### config.mk
export PLATFORM = sky130hd
export DESIGN_NAME = bdc_cell
export DESIGN_NICKNAME = d
export VERILOG_FILES = /design/src/rtl/bdc_pkg.sv /design/src/rtl/bdc_lerp.sv /design/src/rtl/bdc_cell.sv
export SDC_FILE = /design/constraint.sdc
export NUM_CORES = 2
export LEC_CHECK = 0
export BUFFER_PORTS_ARGS = -buffer_cell sky130_fd_sc_hd__buf_2
export CORE_MARGIN = 2
export CORE_UTILIZATION = 70
export CTS_BUF_LIST = sky130_fd_sc_hd__clkbuf_8
export DETAILED_ROUTE_END_ITERATION = 12
export PLACE_DENSITY = 0.89
export SYNTH_ARGS = -nofsm -noshare
export SYNTH_HDL_FRONTEND = slang
export SYNTH_SLANG_ARGS = --single-unit
### constraint.sdc
create_clock -name clk -period 19.27 [get_ports clk]
set_input_delay 1.927 -clock clk [delete_from_list [all_inputs] [get_ports clk]]
set_output_delay 1.927 -clock clk [all_outputs]
set_load 0.02 [all_outputs]
### src/rtl/bdc_pkg.sv
// ----------------------------------------------------------------------------
// bdc_pkg: shared types and constants for the bezier evaluator
// Point type, opcodes and cell control struct used by the cell row and top.
// ----------------------------------------------------------------------------
`default_nettype none
package bdc_pkg;
  localparam int COORD_W = 32;
  localparam int CNT_W   = 5;

  // request opcodes
  localparam logic OP_LOAD = 1'b0;
  localparam logic OP_EVAL = 1'b1;

  typedef struct packed {
    logic signed [COORD_W-1:0] x;
    logic signed [COORD_W-1:0] y;
    logic signed [COORD_W-1:0] z;
  } point_t;

  // control broadcast to every cell
  typedef struct packed {
    logic copy;   // take control point into working register
    logic step;   // interpolate with right neighbor
  } cell_ctl_t;
endpackage
`default_nettype wire

### src/rtl/bdc_lerp.sv
// ----------------------------------------------------------------------------
// bdc_lerp: one coordinate interpolation
// p + round_half_up((q-p)*t >> frac_bits), combinational, one 33x17 product.
// ----------------------------------------------------------------------------
`default_nettype none
module bdc_lerp import bdc_pkg::*; #(
  parameter int FRAC_BITS = 16
) (
  input  wire logic signed [COORD_W-1:0] p,
  input  wire logic signed [COORD_W-1:0] q,
  input  wire logic        [FRAC_BITS:0] t,
  output logic signed [COORD_W-1:0]      r
);
  localparam int PW = COORD_W + FRAC_BITS + 3;
  logic signed [COORD_W:0]   d;
  logic signed [PW-1:0]      prod;
  logic signed [PW-1:0]      rnd;

  // difference, product, rounding half up (add half, then arithmetic shift)
  always_comb begin
    d    = {q[COORD_W-1], q} - {p[COORD_W-1], p};
    prod = PW'(d) * $signed({2'b0, t});
    rnd  = (prod + (PW'(1) <<< (FRAC_BITS - 1))) >>> FRAC_BITS;
    r    = p + rnd[COORD_W-1:0];
  end
endmodule
`default_nettype wire

### src/rtl/bdc_cell.sv
// ----------------------------------------------------------------------------
// bdc_cell: one working point of the de casteljau row
// Holds one point; on copy it takes its control point, on an enabled step the lerp toward its right neighbor.
// ----------------------------------------------------------------------------
`default_nettype none
module bdc_cell import bdc_pkg::*; #(
  parameter int FRAC_BITS = 16
) (
  input  wire logic             clk,
  input  wire cell_ctl_t        ctl,
  input  wire logic             enable,
  input  wire logic [FRAC_BITS:0] t,
  input  wire point_t           ctrl_pt,
  input  wire point_t           right,
  output point_t                work
);
  point_t lerp_pt;

  bdc_lerp #(.FRAC_BITS(FRAC_BITS)) u_lx (.p(work.x), .q(right.x), .t(t), .r(lerp_pt.x));
  bdc_lerp #(.FRAC_BITS(FRAC_BITS)) u_ly (.p(work.y), .q(right.y), .t(t), .r(lerp_pt.y));
  bdc_lerp #(.FRAC_BITS(FRAC_BITS)) u_lz (.p(work.z), .q(right.z), .t(t), .r(lerp_pt.z));

  // working point register
  always_ff @(posedge clk) begin
    if (ctl.copy) begin
      work <= ctrl_pt;
    end else if (ctl.step && enable) begin
      work <= lerp_pt;
    end
  end
endmodule
`default_nettype wire

==> flow_summary.toml <==
[outcome]
outcome = "finished clean"

[timing]
skew_ns = 0.0293
fin_tns_setup_ns = 0
hold_viol = 0
setup_viol = 0
min_period_over_period_pct = 70.4
fmax_mhz = 73.7
fin_ws_ns = 5.70
tightest_slew_ns = 1.27
slew_violations = 0
rsz0062_at_grt = "no"
min_period_ns = 13.57
fin_hold_ws_ns = 0.780
slew_headroom_pct = 14.9

[route]
wl_per_cell_um = 19.3
drc = 0
detail-route-antenna-nets = 0
viasPerCell = 5.87
drtPass1Iterations = 5
drt_iter0_drc = 4266
num_vias = 54669
wl_mm = 180

[global_routing]
grt_usage_pct = 36.8
grt_overflow = 0
grt_pass1_vias = 60726
grt_pass1_wl_mm = 299
grt_max_degree = 75
antenna_found_initial = 6

[job]
cap_viol_max_count = 0

[logic_synthesis]
synth_fa_ha_area_share_pct = 55.7
syn-cell-area_mm2 = 0.0699
synth-edff-count = 96
synth_top_cell_area_share_pct = 44.4
ys_seq_elements = 96
synth_top_cell_by_area = "fa_1"
synth-xor-area-share_pct = 3.68
synth-compound-area-share_pct = 7.16
synthCells = 7910
muxShareOfSynthArea_pct = 0.596
synth.most_common_cell = "inv_1"
ys_seq_area_share_pct = 4.12
ys_warn_count = 0
ys.flop_type = "edfxtp_1"
synth_async_sr_flop_share_pct = 0
synth_nets = 10304
synth.distinct_cells = 82
synth_top_family_by_area = "adder cells"
synth_area_per_cell_um2 = 8.84
synthTopCellsByArea = "fa_1 (44%), ha_1 (11%), inv_1 (10%)"
synth_common_cells = "inv_1 (1,893), fa_1 (1,551), and2_1 (909), nand2_1 (856), ha_1 (630)"
synthSimpleGateAreaFrac_pct = 16.8

[placement]
dp_slack_ns = 5.25
portBuffers = 308
dp_hpwl_mm = 141
dp.cells = 9286
gp_congestion = 0.941

[worst_setup_path]
max_stage_delay_ns = 0.72
critPathLaunchType = "input port"
path_depth = 50
critPathBufInv = 7
reg2reg_from = "work[1]"
r2r_end = "work[30]"
path_class = "in2reg"
worstPathRequired_ns = 19.56
worstSetupEndpointType = "flop"
reg2reg_depth = 48
worst-endpoint-arrival_ns = 13.86
crit_path_max_fanout = 17
crit_slowest_cell = "a2111oi_0"
crit_family = "compound AO/OA/AOI/OAI gates"
rrSetupSlack_ns = 6.50

[final_layout]
fin_nets = 10404
largest_reg_flops = 96
stdcell_count = 9307
drive_gt1_share_pct = 6.31
areaGrowthSynthToFinish_pct = 4.64
reg.largest.list = "work: 96 flops"
regMostFlops = "work"

[clock_tree]
cts_setup_buffers = 0
cts_inserted_buffers = 9
clk_latency_ns = 0.56
cts_hold_buf = 0
cts_buffer_depth = 2
cts_resized = 0
cts_htree_levels = 3
cts_tree = "yes"
cts.sinks = 96
cts_root_buf = "clkbuf_8"
clk_pin_slew_ns = 0.13

[die]
die_x_um = 320
die_y_um = 320
die_area_mm2 = 0.102
core-area_mm2 = 0.0987
row_count = 115
initial_core_util_pct = 70.9
pin_count = 309

[worst_hold_path]
hp-start = "work[32]"
hold_path_class = "reg2reg"
hold_depth = 2
holdPathEnd = "work[32]"
-- how the worst max path moves through the flow --
| stage | from | endpoint | slack, ns |
|---|---|---|---|
| global route | right[1] | work[30] | 4.88 |
| detailed placement | right[1] | work[30] | 5.25 |
| CTS | right[1] | work[30] | 5.85 |
| finish | right[0] | work[30] | 5.70 |
| floorplan | right[0] | work[31] | 6.74 |
| global placement | right[1] | work[30] | 5.62 |
-- worst reg2reg max path, delay by kind of cell, from the launching register on --
family | cells | cell delay [ns]
AO/OA/AOI/OAI | 24 | 5.84
XOR/XNOR | 3 | 1.03
adder cells (fa/ha/maj) | 9 | 3.90
buffers and inverters | 6 | 0.35
flip-flops | 1 | 0.59
AND/OR/NAND/NOR | 6 | 0.81
-- per-stage QoR --
step	area (um2)	utilization, %
after floorplan	69900	-
after global placement	73000	74.0
after detailed placement	73000	74.0
after CTS	73200	74.1
after global routing	73200	74.2
final	73200	74.2
-- cells in the final DEF (no fill, tap or decap), drive strengths merged, types with 27 or more instances in the layout --
cell	count
inv	1897
fa	1551
and2	909
nand2	856
ha	630
buf	421
xnor2	207
a21oi	197
o21ai	194
nor2	153
a21o	127
nor2b	115
edfxtp	96
xor2	79
nand2b	68
nand3	63
nor3	53
o21a	47
o21bai	47
nand4	27
mux2i	27
-- layout make-up --
type / count / area [um2]
inverters: 1893 / 7110
well taps: 1287 / 1610
diodes: 5 / 12.5
repair buffers: 421 / 2410
fillers: 6637 / 25500
clock inverters: 7 / 55.1
multi-input cells: 5589 / 59000
clock buffers: 9 / 124
flip-flops and latches: 96 / 2880
-- cell families after synthesis --
group	after synthesis
simple gates	2302
flops	96
compound gates	777
buf+inv	2225
xor+xnor	289
fa+ha+maj	2181
mux	40
-- metal layers --
| metal | global-route usage [%] | share of wire, % | routed length [um] |
|---|---|---|---|
| met4 | 19.8 | 6.0 | 10800 |
| met2 | 64.2 | 50 | 90400 |
| met3 | 6.19 | 8.8 | 15900 |
| met1 | 43.5 | 35 | 63000 |
| met5 | 0 | 0.0072 | 13 |
Power is not shown: default switching activity piles up to over one toggle a cycle in this logic, so the estimate is an artifact.
